## config.mk

```make
export PLATFORM = sky130hd
export DESIGN_NAME = pid_differential_drive_unit_flat
export DESIGN_NICKNAME = d
export VERILOG_FILES = /design/src/rtl/pdd_pkg.sv /design/src/rtl/pdd_if.sv /design/src/rtl/pid_differential_drive_unit.sv /design/src/rtl/pdd_csr.sv /design/src/rtl/pdd_error.sv /design/src/rtl/pdd_product.sv /design/src/rtl/pdd_mix.sv /design/src/flat_wrapper.sv
export VERILOG_INCLUDE_DIRS = /design/src /design/src/rtl
export SDC_FILE = /design/constraint.sdc
export NUM_CORES = 2
export LEC_CHECK = 0
export BUFFER_PORTS_ARGS = -buffer_cell sky130_fd_sc_hd__buf_4
export CORE_UTILIZATION = 55
export CTS_CLUSTER_SIZE = 20
export DETAILED_ROUTE_END_ITERATION = 12
export PLACE_DENSITY = 0.71
export SETUP_SLACK_MARGIN = 0.2
export SLEW_MARGIN = 40
export SYNTH_ARGS = -nofsm -noshare
export SYNTH_HDL_FRONTEND = slang
export SYNTH_SLANG_ARGS = --single-unit
```

## constraint.sdc

```tcl
create_clock -name clock -period 14.75 [get_ports clock]
set_input_delay 0 -clock clock [delete_from_list [all_inputs] [get_ports clock]]
set_output_delay 0 -clock clock [all_outputs]
set_load 0.03 [all_outputs]
```

## src/rtl/pid_differential_drive_unit_defines.svh

```systemverilog
// assertion macros for the pid differential drive unit
`ifndef PID_DIFFERENTIAL_DRIVE_UNIT_DEFINES_SVH
`define PID_DIFFERENTIAL_DRIVE_UNIT_DEFINES_SVH

`ifndef SYNTH

// condition checked at every clock edge outside reset
`define PDD_ASSERT(label, clk, rst, prop) \
   label: assert property (@(posedge clk) disable iff (rst) (prop)) \
      else $error("pdd assertion failed");

// consequence checked in the cycle after the trigger, outside reset
`define PDD_ASSERT_NEXT(label, clk, rst, trig, cons) \
   label: assert property (@(posedge clk) disable iff (rst) (trig) |=> (cons)) \
      else $error("pdd assertion failed");

`else

`define PDD_ASSERT(label, clk, rst, prop)
`define PDD_ASSERT_NEXT(label, clk, rst, trig, cons)

`endif

`endif

```

## src/rtl/pdd_pkg.sv

```systemverilog
// shared types and constants of the pid differential drive unit
package pdd_pkg;

   localparam int SETPOINT_W     = 8;
   localparam int GAIN_W         = 24;
   localparam int SPEED_W        = 10;
   localparam int DUTY_W         = 10;
   localparam int SUM_W          = 13;
   localparam int SUM_SCALED_W   = 20;
   localparam int CSR_INDEX_W    = 3;
   localparam int CSR_DATA_W     = 24;

   // register indexes
   localparam logic [CSR_INDEX_W-1:0] REG_SETPOINT   = 3'd0;
   localparam logic [CSR_INDEX_W-1:0] REG_GAIN_P     = 3'd1;
   localparam logic [CSR_INDEX_W-1:0] REG_GAIN_I     = 3'd2;
   localparam logic [CSR_INDEX_W-1:0] REG_GAIN_D     = 3'd3;
   localparam logic [CSR_INDEX_W-1:0] REG_BASE_SPEED = 3'd4;

   // register defaults
   localparam logic [SETPOINT_W-1:0] SETPOINT_RESET   = 8'd85;
   localparam logic [GAIN_W-1:0]     GAIN_P_RESET     = 24'd76800;
   localparam logic [GAIN_W-1:0]     GAIN_I_RESET     = 24'd0;
   localparam logic [GAIN_W-1:0]     GAIN_D_RESET     = 24'd51;
   localparam logic [SPEED_W-1:0]    BASE_SPEED_RESET = 10'd500;

   localparam logic signed [SUM_W-1:0] INTEGRAL_LIMIT = 13'sd3000;
   localparam logic [DUTY_W-1:0]       DUTY_LIMIT     = 10'd1000;

   // divisor 100 * 2^F split as 2^(F+2) * 25
   localparam int P_DIVISOR_LOG2 = 2;

   // correction magnitude is clamped to 11 bits, enough to saturate both motors
   localparam int QUOT_W = 11;
   localparam int QIN_W  = 16;
   localparam logic [QIN_W-1:0] QIN_MAX = 16'd51199;

   // floor(q / 25) = (q * 83887) >> 21 for q below 51200
   localparam int RECIP_W     = 17;
   localparam int RECIP_SHIFT = 21;
   localparam logic [RECIP_W-1:0] RECIP_MULT = 17'd83887;

   localparam int CMD_W = 13;

   typedef struct packed {
      logic [SETPOINT_W-1:0] setpoint;
      logic [GAIN_W-1:0]     gain_p;
      logic [GAIN_W-1:0]     gain_i;
      logic [GAIN_W-1:0]     gain_d;
      logic [SPEED_W-1:0]    base_speed;
   } cfg_type;

   typedef struct packed {
      logic             valid;
      logic             negative;
      logic [QIN_W-1:0] quot_in;
   } quot_stage_type;

endpackage

```

## src/rtl/pdd_if.sv

```systemverilog
// request and response channel interfaces of the pid differential drive unit
interface pdd_req_if #(
   parameter int POSITION_BITS = 8
);
   logic                     valid;
   logic                     ready;
   logic [POSITION_BITS-1:0] position;

   modport source (output valid, output position, input ready);
   modport sink   (input valid, input position, output ready);
endinterface

interface pdd_rsp_if;
   logic                        valid;
   logic                        ready;
   logic [pdd_pkg::DUTY_W-1:0]  left_duty;
   logic                        left_reverse;
   logic [pdd_pkg::DUTY_W-1:0]  right_duty;
   logic                        right_reverse;

   modport source (output valid, output left_duty, output left_reverse,
                   output right_duty, output right_reverse, input ready);
   modport sink   (input valid, input left_duty, input left_reverse,
                   input right_duty, input right_reverse, output ready);
endinterface

```

## src/rtl/pid_differential_drive_unit.sv

```systemverilog
// top level of the pid line follower with differential drive mixing
//
//   channel  direction  handshake               payload
//   req_if   in         valid / ready           position
//   rsp_if   out        valid / ready           left_duty, left_reverse,
//                                               right_duty, right_reverse
//   csr      in         csr_write_enable        csr_index, csr_write_data
//
// one transaction per cycle sustained while the response side is not stalled;
// each request passes the three register stages (error, gain products, mix)
// reset is synchronous: clears stage valids, integral and last error, and
// loads the register defaults
// each stage refills as soon as it empties, so ready falls only when all
// three stages hold a transaction and the response side is stalled
`include "pid_differential_drive_unit_defines.svh"

module pid_differential_drive_unit #(
   parameter int POSITION_BITS  = 8,
   parameter int GAIN_FRAC_BITS = 8
) (
   input  logic                             clock,
   input  logic                             reset,
   pdd_req_if.sink                          req_if,
   pdd_rsp_if.source                        rsp_if,
   input  logic                             csr_write_enable,
   input  logic [pdd_pkg::CSR_INDEX_W-1:0]  csr_index,
   input  logic [pdd_pkg::CSR_DATA_W-1:0]   csr_write_data
);
   import pdd_pkg::*;

   // error is one bit wider than the wider of setpoint and position
   localparam int ERR_W = ((POSITION_BITS > SETPOINT_W) ? POSITION_BITS : SETPOINT_W) + 1;

   cfg_type                          cfg;
   logic                             err_valid;
   logic signed [ERR_W-1:0]          err;
   logic signed [SUM_SCALED_W-1:0]   sum_scaled;
   logic signed [ERR_W+4:0]          deriv_scaled;
   logic                             product_take;
   logic                             mix_take;
   quot_stage_type                   quot_stage;

   // configuration registers
   pdd_csr u_csr (
      .clock            (clock),
      .reset            (reset),
      .csr_write_enable (csr_write_enable),
      .csr_index        (csr_index),
      .csr_write_data   (csr_write_data),
      .cfg              (cfg)
   );

   // stage one: error, clamped integral, derivative, state update on accept
   pdd_error #(
      .ERR_W         (ERR_W)
   ) u_error (
      .clock        (clock),
      .reset        (reset),
      .req_if       (req_if),
      .setpoint     (cfg.setpoint),
      .next_take    (product_take),
      .stage_valid  (err_valid),
      .err          (err),
      .sum_scaled   (sum_scaled),
      .deriv_scaled (deriv_scaled)
   );

   // stage two: three gain products, their sum and the power of two scaling
   pdd_product #(
      .ERR_W          (ERR_W),
      .GAIN_FRAC_BITS (GAIN_FRAC_BITS)
   ) u_product (
      .clock        (clock),
      .reset        (reset),
      .in_valid     (err_valid),
      .err          (err),
      .sum_scaled   (sum_scaled),
      .deriv_scaled (deriv_scaled),
      .cfg          (cfg),
      .next_take    (mix_take),
      .take         (product_take),
      .quot_stage   (quot_stage)
   );

   // stage three: divide by 25, add and subtract from base speed, saturate
   pdd_mix u_mix (
      .clock      (clock),
      .reset      (reset),
      .quot_stage (quot_stage),
      .base_speed (cfg.base_speed),
      .take       (mix_take),
      .rsp_if     (rsp_if)
   );

   // back-pressure only when the whole pipe is full
   `PDD_ASSERT(a_ready_only_when_full, clock, reset,
      !req_if.ready |-> (err_valid && quot_stage.valid && rsp_if.valid))
   // left and right commands sum to twice the base speed, never both negative
   `PDD_ASSERT(a_not_both_reverse, clock, reset,
      rsp_if.valid |-> !(rsp_if.left_reverse && rsp_if.right_reverse))
   // duty saturation
   `PDD_ASSERT(a_duty_limit, clock, reset,
      rsp_if.valid |-> ((rsp_if.left_duty <= DUTY_LIMIT) && (rsp_if.right_duty <= DUTY_LIMIT)))

endmodule

```

## src/rtl/pdd_csr.sv

```systemverilog
// configuration register bank
module pdd_csr (
   input  logic                             clock,
   input  logic                             reset,
   input  logic                             csr_write_enable,
   input  logic [pdd_pkg::CSR_INDEX_W-1:0]  csr_index,
   input  logic [pdd_pkg::CSR_DATA_W-1:0]   csr_write_data,
   output pdd_pkg::cfg_type                 cfg
);
   import pdd_pkg::*;

   cfg_type cfg_ff;
   cfg_type cfg_in;

   always_comb begin
      cfg_in = cfg_ff;
      if (csr_write_enable) begin
         unique case (csr_index)
            REG_SETPOINT:   cfg_in.setpoint   = csr_write_data[SETPOINT_W-1:0];
            REG_GAIN_P:     cfg_in.gain_p     = csr_write_data[GAIN_W-1:0];
            REG_GAIN_I:     cfg_in.gain_i     = csr_write_data[GAIN_W-1:0];
            REG_GAIN_D:     cfg_in.gain_d     = csr_write_data[GAIN_W-1:0];
            REG_BASE_SPEED: cfg_in.base_speed = csr_write_data[SPEED_W-1:0];
            default:        cfg_in = cfg_ff;
         endcase
      end
   end

   always_ff @(posedge clock) begin
      if (reset) begin
         cfg_ff.setpoint   <= SETPOINT_RESET;
         cfg_ff.gain_p     <= GAIN_P_RESET;
         cfg_ff.gain_i     <= GAIN_I_RESET;
         cfg_ff.gain_d     <= GAIN_D_RESET;
         cfg_ff.base_speed <= BASE_SPEED_RESET;
      end else begin
         cfg_ff <= cfg_in;
      end
   end

   assign cfg = cfg_ff;

endmodule

```

## src/rtl/pdd_error.sv

```systemverilog
// error, integral and derivative stage with the controller state
`include "pid_differential_drive_unit_defines.svh"

module pdd_error #(
   parameter int ERR_W         = 9
) (
   input  logic                                    clock,
   input  logic                                    reset,
   pdd_req_if.sink                                 req_if,
   input  logic [pdd_pkg::SETPOINT_W-1:0]          setpoint,
   input  logic                                    next_take,
   output logic                                    stage_valid,
   output logic signed [ERR_W-1:0]                 err,
   output logic signed [pdd_pkg::SUM_SCALED_W-1:0] sum_scaled,
   output logic signed [ERR_W+4:0]                 deriv_scaled
);
   import pdd_pkg::*;

   localparam int DERIV_W = ERR_W + 1;
   localparam int D10_W   = ERR_W + 5;
   localparam int ACC_W   = ((ERR_W > SUM_W) ? ERR_W : SUM_W) + 1;
   localparam logic signed [ACC_W-1:0] ACC_HI = ACC_W'(INTEGRAL_LIMIT);
   localparam logic signed [ACC_W-1:0] ACC_LO = -ACC_HI;

   logic                            valid_ff;
   logic signed [SUM_W-1:0]         sum_ff;
   logic signed [SUM_W-1:0]         sum_in;
   logic signed [ERR_W-1:0]         prev_ff;
   logic signed [ERR_W-1:0]         err_ff;
   logic signed [SUM_SCALED_W-1:0]  sum_scaled_ff;
   logic signed [D10_W-1:0]         deriv_scaled_ff;

   logic                            take;
   logic                            accept;
   logic signed [ERR_W-1:0]         err_new;
   logic signed [DERIV_W-1:0]       deriv_new;
   logic signed [ACC_W-1:0]         acc;
   logic signed [ACC_W-1:0]         acc_clamped;
   logic signed [SUM_SCALED_W-1:0]  sum_ext;
   logic signed [SUM_SCALED_W-1:0]  sum_scaled_in;
   logic signed [D10_W-1:0]         deriv_ext;
   logic signed [D10_W-1:0]         deriv_scaled_in;

   assign take         = !valid_ff || next_take;
   assign req_if.ready = take;
   assign accept       = req_if.valid && take;

   assign err_new   = $signed(ERR_W'(setpoint)) - $signed(ERR_W'(req_if.position));
   assign deriv_new = $signed(DERIV_W'(err_new)) - $signed(DERIV_W'(prev_ff));
   assign acc       = $signed(ACC_W'(sum_ff)) + $signed(ACC_W'(err_new));

   always_comb begin
      if (acc > ACC_HI) begin
         acc_clamped = ACC_HI;
      end else if (acc < ACC_LO) begin
         acc_clamped = ACC_LO;
      end else begin
         acc_clamped = acc;
      end
   end

   assign sum_in = SUM_W'(acc_clamped);

   // times 100 and times 10 by shifts
   assign sum_ext         = $signed(SUM_SCALED_W'(sum_in));
   assign sum_scaled_in   = (sum_ext <<< 6) + (sum_ext <<< 5) + (sum_ext <<< 2);
   assign deriv_ext       = $signed(D10_W'(deriv_new));
   assign deriv_scaled_in = (deriv_ext <<< 3) + (deriv_ext <<< 1);

   always_ff @(posedge clock) begin
      if (reset) begin
         valid_ff <= 1'b0;
         sum_ff   <= '0;
         prev_ff  <= '0;
      end else begin
         if (take) begin
            valid_ff <= req_if.valid;
         end
         if (accept) begin
            sum_ff  <= sum_in;
            prev_ff <= err_new;
         end
      end
   end

   always_ff @(posedge clock) begin
      if (accept) begin
         err_ff          <= err_new;
         sum_scaled_ff   <= sum_scaled_in;
         deriv_scaled_ff <= deriv_scaled_in;
      end
   end

   assign stage_valid  = valid_ff;
   assign err          = err_ff;
   assign sum_scaled   = sum_scaled_ff;
   assign deriv_scaled = deriv_scaled_ff;

   `PDD_ASSERT(a_integral_range, clock, reset,
      (sum_ff <= INTEGRAL_LIMIT) && (sum_ff >= -INTEGRAL_LIMIT))
   `PDD_ASSERT_NEXT(a_accept_fills_stage, clock, reset, accept, valid_ff)
   `PDD_ASSERT_NEXT(a_stall_keeps_state, clock, reset, !accept,
      $stable(sum_ff) && $stable(prev_ff))

endmodule

```

## src/rtl/pdd_product.sv

```systemverilog
// gain products, sum and magnitude scaling of the correction
module pdd_product #(
   parameter int ERR_W          = 9,
   parameter int GAIN_FRAC_BITS = 8
) (
   input  logic                                    clock,
   input  logic                                    reset,
   input  logic                                    in_valid,
   input  logic signed [ERR_W-1:0]                 err,
   input  logic signed [pdd_pkg::SUM_SCALED_W-1:0] sum_scaled,
   input  logic signed [ERR_W+4:0]                 deriv_scaled,
   input  pdd_pkg::cfg_type                        cfg,
   input  logic                                    next_take,
   output logic                                    take,
   output pdd_pkg::quot_stage_type                 quot_stage
);
   import pdd_pkg::*;

   localparam int P_W        = GAIN_W + 1 + ERR_W;
   localparam int I_W        = GAIN_W + 1 + SUM_SCALED_W;
   localparam int D_W        = GAIN_W + ERR_W + 6;
   localparam int PI_W       = (P_W > I_W) ? P_W : I_W;
   localparam int NUM_W      = ((PI_W > D_W) ? PI_W : D_W) + 2;
   localparam int QUOT_SHIFT = GAIN_FRAC_BITS + P_DIVISOR_LOG2;

   logic                      valid_ff;
   logic                      negative_ff;
   logic [QIN_W-1:0]          quot_in_ff;

   logic signed [GAIN_W:0]    gain_p_s;
   logic signed [GAIN_W:0]    gain_i_s;
   logic signed [GAIN_W:0]    gain_d_s;
   logic signed [P_W-1:0]     term_p;
   logic signed [I_W-1:0]     term_i;
   logic signed [D_W-1:0]     term_d;
   logic signed [NUM_W-1:0]   num;
   logic [NUM_W-1:0]          num_mag;
   logic [NUM_W-1:0]          num_shifted;
   logic [QIN_W-1:0]          quot_in_new;

   assign take = !valid_ff || next_take;

   assign gain_p_s = $signed({1'b0, cfg.gain_p});
   assign gain_i_s = $signed({1'b0, cfg.gain_i});
   assign gain_d_s = $signed({1'b0, cfg.gain_d});

   assign term_p = gain_p_s * err;
   assign term_i = gain_i_s * sum_scaled;
   assign term_d = gain_d_s * deriv_scaled;

   assign num = $signed(NUM_W'(term_p)) + $signed(NUM_W'(term_i))
              + $signed(NUM_W'(term_d));

   // truncation toward zero: divide the magnitude, keep the sign apart
   assign num_mag     = num[NUM_W-1] ? $unsigned(-num) : $unsigned(num);
   assign num_shifted = num_mag >> QUOT_SHIFT;
   assign quot_in_new = (num_shifted > NUM_W'(QIN_MAX)) ? QIN_MAX
                                                         : num_shifted[QIN_W-1:0];

   always_ff @(posedge clock) begin
      if (reset) begin
         valid_ff <= 1'b0;
      end else if (take) begin
         valid_ff <= in_valid;
      end
   end

   always_ff @(posedge clock) begin
      if (take && in_valid) begin
         negative_ff <= num[NUM_W-1];
         quot_in_ff  <= quot_in_new;
      end
   end

   assign quot_stage.valid    = valid_ff;
   assign quot_stage.negative = negative_ff;
   assign quot_stage.quot_in  = quot_in_ff;

endmodule

```

## src/rtl/pdd_mix.sv

```systemverilog
// final division by 25, differential mixing and result register
module pdd_mix (
   input  logic                          clock,
   input  logic                          reset,
   input  pdd_pkg::quot_stage_type       quot_stage,
   input  logic [pdd_pkg::SPEED_W-1:0]   base_speed,
   output logic                          take,
   pdd_rsp_if.source                     rsp_if
);
   import pdd_pkg::*;

   typedef struct packed {
      logic [DUTY_W-1:0] duty;
      logic              reverse;
   } motor_type;

   function automatic motor_type motor_drive(input logic signed [CMD_W-1:0] cmd);
      logic [CMD_W-1:0] mag;
      motor_type        motor;
      mag           = cmd[CMD_W-1] ? $unsigned(-cmd) : $unsigned(cmd);
      motor.reverse = cmd[CMD_W-1];
      motor.duty    = (mag > CMD_W'(DUTY_LIMIT)) ? DUTY_LIMIT : mag[DUTY_W-1:0];
      return motor;
   endfunction

   logic                          valid_ff;
   motor_type                     left_ff;
   motor_type                     right_ff;

   logic [QIN_W+RECIP_W-1:0]      recip_prod;
   logic [QUOT_W-1:0]             quot;
   logic signed [CMD_W-1:0]       corr;
   logic signed [CMD_W-1:0]       base_s;
   logic signed [CMD_W-1:0]       left_cmd;
   logic signed [CMD_W-1:0]       right_cmd;
   motor_type                     left_in;
   motor_type                     right_in;

   assign take = !valid_ff || rsp_if.ready;

   assign recip_prod = quot_stage.quot_in * RECIP_MULT;
   assign quot       = recip_prod[RECIP_SHIFT +: QUOT_W];
   assign corr       = quot_stage.negative ? -$signed(CMD_W'(quot)) : $signed(CMD_W'(quot));
   assign base_s     = $signed(CMD_W'(base_speed));
   assign left_cmd   = base_s + corr;
   assign right_cmd  = base_s - corr;
   assign left_in    = motor_drive(left_cmd);
   assign right_in   = motor_drive(right_cmd);

   always_ff @(posedge clock) begin
      if (reset) begin
         valid_ff <= 1'b0;
      end else if (take) begin
         valid_ff <= quot_stage.valid;
      end
   end

   always_ff @(posedge clock) begin
      if (take && quot_stage.valid) begin
         left_ff  <= left_in;
         right_ff <= right_in;
      end
   end

   assign rsp_if.valid         = valid_ff;
   assign rsp_if.left_duty     = left_ff.duty;
   assign rsp_if.left_reverse  = left_ff.reverse;
   assign rsp_if.right_duty    = right_ff.duty;
   assign rsp_if.right_reverse = right_ff.reverse;

endmodule
```

## src/flat_wrapper.sv

```systemverilog
// flat-port wrapper written by rule: the top's interface ports become plain ports
module pid_differential_drive_unit_flat import pdd_pkg::*;
#(
   parameter int POSITION_BITS  = 8,
   parameter int GAIN_FRAC_BITS = 8
)
  (clock, reset, csr_write_enable, csr_index, csr_write_data, req_if_valid, req_if_position, req_if_ready, rsp_if_valid, rsp_if_left_duty, rsp_if_left_reverse, rsp_if_right_duty, rsp_if_right_reverse, rsp_if_ready);
  pdd_req_if #(.POSITION_BITS(POSITION_BITS)) req_if_i ();
  pdd_rsp_if rsp_if_i ();
  input  logic clock;
  input  logic reset;
  input  logic csr_write_enable;
  input  logic [pdd_pkg::CSR_INDEX_W-1:0] csr_index;
  input  logic [pdd_pkg::CSR_DATA_W-1:0] csr_write_data;
  input wire logic [$bits(req_if_i.valid)-1:0] req_if_valid;
  input wire logic [$bits(req_if_i.position)-1:0] req_if_position;
  output wire logic [$bits(req_if_i.ready)-1:0] req_if_ready;
  output wire logic [$bits(rsp_if_i.valid)-1:0] rsp_if_valid;
  output wire logic [$bits(rsp_if_i.left_duty)-1:0] rsp_if_left_duty;
  output wire logic [$bits(rsp_if_i.left_reverse)-1:0] rsp_if_left_reverse;
  output wire logic [$bits(rsp_if_i.right_duty)-1:0] rsp_if_right_duty;
  output wire logic [$bits(rsp_if_i.right_reverse)-1:0] rsp_if_right_reverse;
  input wire logic [$bits(rsp_if_i.ready)-1:0] rsp_if_ready;
  assign req_if_i.valid = req_if_valid;
  assign req_if_i.position = req_if_position;
  assign req_if_ready = req_if_i.ready;
  assign rsp_if_valid = rsp_if_i.valid;
  assign rsp_if_left_duty = rsp_if_i.left_duty;
  assign rsp_if_left_reverse = rsp_if_i.left_reverse;
  assign rsp_if_right_duty = rsp_if_i.right_duty;
  assign rsp_if_right_reverse = rsp_if_i.right_reverse;
  assign rsp_if_i.ready = rsp_if_ready;
  pid_differential_drive_unit #(.POSITION_BITS(POSITION_BITS), .GAIN_FRAC_BITS(GAIN_FRAC_BITS)) u_core (.clock(clock), .reset(reset), .req_if(req_if_i), .rsp_if(rsp_if_i), .csr_write_enable(csr_write_enable), .csr_index(csr_index), .csr_write_data(csr_write_data));
endmodule
```

* After elaboration in Yosys (flattened, before gate mapping)
Cells that the tools add are included. W data, S select, Z words.
Word-level totals: output and inout port bits 24, input port bits 40, word-level logic and storage cells 67, register bits 197
Operators by class: order comparisons 5, multipliers 4, eq/ne operators 4, reduce and logical (&&, ||, !) cells 15, $add $sub $neg 14, mux-type cells 6
Operator list (count):
- $mux W13 | 5
- $add A46 B39 Y47 | 1
- $mux W47 | 1
- $neg A47 Y47 | 1
- $add A34 B45 Y46 | 1
- $mul A25 B20 Y45 | 1
- $mul A25 B14 Y39 | 1
- $gt A37 B16 Y1 const B | 1
- $mul A25 B9 Y34 | 1
- $mul A16 B17 Y32 const B | 1
- $gt A13 B10 Y1 const B | 2
- $neg A13 Y13 | 2
- $add A19 B18 Y20 | 1
- $add A20 B15 Y20 | 1
- $add A13 B11 Y14 | 1
- $add A13 B9 Y14 | 1
- $gt A14 B13 Y1 const B | 1
- $lt A14 B13 Y1 const B | 1
- $add A11 B13 Y13 | 1
- $neg A11 Y13 | 1
- $sub A11 B13 Y13 | 1
- $reduce_and A2 Y1 | 5
- $sub A9 B9 Y10 | 1
- $sub A8 B8 Y9 | 1
- other kinds (7) | 14

* Longest topological paths before layout
depth after elaboration 7, mapped depth 37, mapped depth without buffers 37

* By module
Synthesis repeated with hierarchy kept, for this count alone.
Unflattened totals: cell total of the unflattened synthesis 5843, area, all modules 53834.1 um2
Modules (own cells, without submodules):
- pdd_product | area an instance 37129.4 um2, seq. area each 530.5 um2, times used 1, cells an instance 4078
- pdd_mix | area an instance 8013.9 um2, seq. area each 680.7 um2, times used 1, cells an instance 895
- pdd_error | area an instance 5043.6 um2, seq. area each 1661.6 um2, times used 1, cells an instance 529
- pdd_csr | area an instance 3647.2 um2, seq. area each 1801.7 um2, times used 1, cells an instance 341

* Worst setup path after synthesis
OpenSTA, ideal clock, no wires.
path type register to register, from register u_core.u_error.err_ff[8] (netlist: u_core.u_error.err[8]), to register u_core.u_product.quot_in_ff[1] (data pin), data required time 14.484 ns, clock period less this slack 9.509 ns, path slack 5.241 ns, library setup time 0.266 ns, arrival 9.243 ns, cell stages (with the launch flop) 32, buffers on the path 5, path through edfxtp_1 -> inv_2 -> clkbuf_1 -> nor2_1 -> ha_1 -> fa_1 -> inv_1 -> fa_1 -> inv_1 -> fa_1 -> inv_1 -> fa_1 -> inv_1 -> fa_1 -> fa_1 -> fa_1 -> fa_1 -> ha_1 -> clkbuf_1 -> nand4_1 -> or4_1 -> o211ai_1 -> nor2_1 -> a2111o_1 -> o2111ai_1 -> clkbuf_1 -> buf_1 -> nand2_1 -> o22ai_1 -> o2111ai_1 -> clkbuf_1 -> or3b_1
On the way: word-level cells in the longest chain between the ends 6
RTL lines:
- from (decl) | RTL line pdd_error.sv:29 | logic signed [ERR_W-1:0] err_ff;
- from (signal assigned) | RTL line pdd_error.sv:88 | err_ff <= err_new;
- $mul A25 B9 Y34 * | RTL line pdd_product.sv:47 | assign term_p = gain_p_s * err;
- $add A34 B45 Y46 * | RTL line pdd_product.sv:51 | assign num = $signed(NUM_W'(term_p)) + $signed(NUM_W'(term_i))
- $add A46 B39 Y47 * | RTL line pdd_product.sv:52 | + $signed(NUM_W'(term_d));
- $neg A47 Y47 | RTL line pdd_product.sv:55 | assign num_mag = num[NUM_W-1] ? $unsigned(-num) : $unsigned(num);
- $mux W47 * | RTL line pdd_product.sv:55
- $gt A37 B16 Y1 | RTL line pdd_product.sv:57 | assign quot_in_new = (num_shifted > NUM_W'(QIN_MAX)) ? QIN_MAX
- to (signal assigned) | RTL line pdd_product.sv:71 | quot_in_ff <= quot_in_new;
- to (decl) | RTL line pdd_product.sv:28 | logic [QIN_W-1:0] quot_in_ff;
Every way passes the cells marked *; elsewhere a longest branch is shown, timed or not. A chain may end at the register's enable or synchronous reset.

* Worst setup path in the final report
Same ends and word-level chain as after synthesis.

==> results.yml <==
status:
  status: "finished, violations left"
  violations: "design-rule violations"
cts:
  post_cts_buffers: 0
  insertion_delay_ns: 0.52
  clkSinkCount: 194
  cts_resized: 0
  cts_tree: "built"
  htree_num_levels: 4
  cts_root_buf: "clkbuf_16"
  cts_made_buffers: 17
  path_clk_slew_ns: 0.10
  cts_hold_buf: 31
  cts_buffer_depth: 2
sta:
  finalMaxSlewViolations: 0
  totalNegativeSetupSlack_ns: 0
  rsz0062_at_grt: "no"
  setup_viol: 0
  fin_worst_skew_ns: 0.0299
  layout_min_cycle_time_ns: 10.59
  finalCritPeriodShare_pct: 71.8
  max_clock_freq_mhz: 94.4
  final_hold_viol_count: 0
  slew_headroom_pct: 39.4
  worst_slew_pin_slew_ns: 0.896
  hold_ws_ns: 0.0743
finish:
  final.fill_count: 8174
  final_nets: 7192
  syn_to_final_growth_pct: 5.18
  final_area_sq_um: 53400
  n_antenna_cell: 0
  drive_above_1_share_pct: 4.44
  most-common-layout-cells: "inv_1, fa_1, nand2_1, ha_1, and2_1"
  final_common_cell: "inv_1"
run:
  maxCapViolCount: 0
hold_path:
  hold_path.class: "in -> reg"
  worstHoldStart: "req_if_position[7]"
floorplan:
  core_area_sq_um: 91500
  start_util_pct: 55.5
  io_pins: 64
  die_h_um: 306
  fp.dieW_um: 306
  rows: 111
  die_area_sq_um: 93600
placed_design:
  placed_cell_area_sq_um: 52400
  hpwl_um: 116000
  place.gp.congestion: 0.950
  port_buffers: 63
yosys:
  postSynthAreaPerCell_sq_um: 8.90
  ys_ff_latch: 194
  synthArstFlopShare_pct: 0
  synth_edf_count: 79
  synth_cell_types: 106
  synthesis.area_sq_um: 50800
  synthFlopType: "dfxtp_1"
  synth-seq-area-share_pct: 9.20
  synth_nets: 7262
  synthCells: 5709
  yosys_warnings: 0
global_routing:
  antenna_found_initial: 1
  grt_pass1_wl_um: 223000
  grt_pass1_vias: 41500
  grt_overflow: 0
  gr-usage-all-layers_pct: 30.9
  grt_max_degree: 64
detailed_routing:
  vias: 39100
  drt_iter0_drc: 2733
  drc: 2
  viasPerCell: 5.71
  wl_per_cell_um: 20.3
  totalWireLength_um: 139000
  ant_nets: 0
  dr.pass1.iters: 10
critical_path:
  r2r_start: "u_core.u_error.err[8]$_DFFE_PP_"
  crit_fanout: 25
  cp-start-kind: "flop"
  startpoint: "u_core.u_error.err[8]$_DFFE_PP_"
  required_ns: 14.99
  path_common_cell: "fa_1"
  max_stage_delay_ns: 0.59
  critPathArrivalTime_ns: 10.84
  crit_path_end_kind: "flop"
  crit_slowest_cell: "or4_1"
  critical_path_class: "reg -> reg"
[logic make-up after synthesis]
family,count (synthesis),share of synthesized area [%]
AND/OR/NAND/NOR,1740,16.9
adder cells (fa/ha/maj),1513,52.2
buffers and inverters,1505,11.2
AO/OA/AOI/OAI,595,7.69
flip-flops,194,9.20
XOR/XNOR,150,2.59
multiplexers,12,0.244
[layer usage]
| metal | track usage, % | vias to the layer above | wire length [um] |
|---|---|---|---|
| met5 | 0 | - | 0 |
| met4 | 16.4 | 0 | 8500 |
| met3 | 4.60 | 418 | 8950 |
| met2 | 53.5 | 1481 | 68800 |
| met1 | 37.1 | 19800 | 52500 |
| li1 | - | 17400 | - |
[flip-flops by register name, summed over array words and instances (netlist names), 9 cells and up]
| signal | flops |
|---|---|
| u_core.u_mix.rsp_if.right_duty | 10 |
| u_core.u_error.err | 9 |
| u_core.u_mix.rsp_if.left_duty | 10 |
| u_core.u_product.quot_in_ff | 16 |
| u_core.u_csr.cfg | 90 |
| u_core.u_error.deriv_scaled | 13 |
| u_core.u_error.prev_ff | 9 |
| u_core.u_error.sum_ff | 13 |
| u_core.u_error.sum_scaled | 18 |
[stage by stage]
| step | instances | worst slack (ns) | utilization (%) |
|---|---|---|---|
| after global placement | 6746 | 4.05 | 56.9 |
| after CTS | 6832 | 4.20 | 58.3 |
| final | 6838 | 4.16 | 58.4 |
| after floorplan | 5709 | 5.24 | - |
| after global routing | 6838 | 3.60 | 58.4 |
| after detailed placement | 6769 | 4.25 | 57.2 |
[cells in the mapped netlist (7+ instances only)]
master     instances  area [sq um]
inv_1           1253          4700
fa_1            1011         20200
nand2_1          752          2820
ha_1             502          6280
and2_1           485          3030
clkbuf_1         234           878
a21oi_1          229          1150
nor2_1           185           694
dfxtp_1          115          2300
xnor2_1          104           911
o21ai_0           94           470
edfxtp_1          79          2370
nand3_1           70           350
nor3_1            51           255
xor2_1            46           403
a21o_1            37           278
or3_1             31           194
nand2b_1          24           150
nand4_1           24           150
o211ai_1          22           165
and3_1            19           119
o21a_1            19           143
o21bai_1          19           143
a211oi_1          18           135
or2_2             18           113
nor2b_1           15          93.8
o31ai_1           13          97.6
and4_1            12           105
nor4_1            12          75.1
a31oi_1           10          62.6
a211o_1            9          78.8
mux2i_1            9          90.1
o2111ai_1          9          78.8
a2111oi_0          7          61.3
a21boi_0           7          52.6
[worst max-delay path: cells and delay by family (launching register included)]
family,cells,cell delay (ns)
adder cells (fa/ha/maj),10,4.88
AND/OR/NAND/NOR,7,2.12
multiplexers,1,0.16
buffers and inverters,8,1.79
AO/OA/AOI/OAI,5,1.00
flip-flops,1,0.33
[path summary, 6_finish.rpt]
path                                                       end  slack (ns)  depth (start not counted)
hold reg to reg         u_core.u_error.prev_ff[3]$_SDFFE_PP0P_        0.46                          2
setup reg to reg  u_core.u_product.quot_in_ff[1]$_SDFFCE_PN1P_        4.16                         31
setup / recovery  u_core.u_product.quot_in_ff[1]$_SDFFCE_PN1P_        4.16                         31
hold / removal          u_core.u_error.prev_ff[8]$_SDFFE_PP0P_        0.07                          6
[final cells by class]
cell class	count	area, sq um	area share, %
Clock buffer	17	425	0.796
Multi-Input combinational cell	4010	40500	75.7
Tap cell	1186	1480	2.78
Inverter	1255	4710	8.82
Timing Repair Buffer	161	1420	2.66
Clock inverter	15	233	0.436
Sequential cell	194	4690	8.78
Power is not shown: default switching activity piles up to over one toggle a cycle in this logic, so the estimate is an artifact.
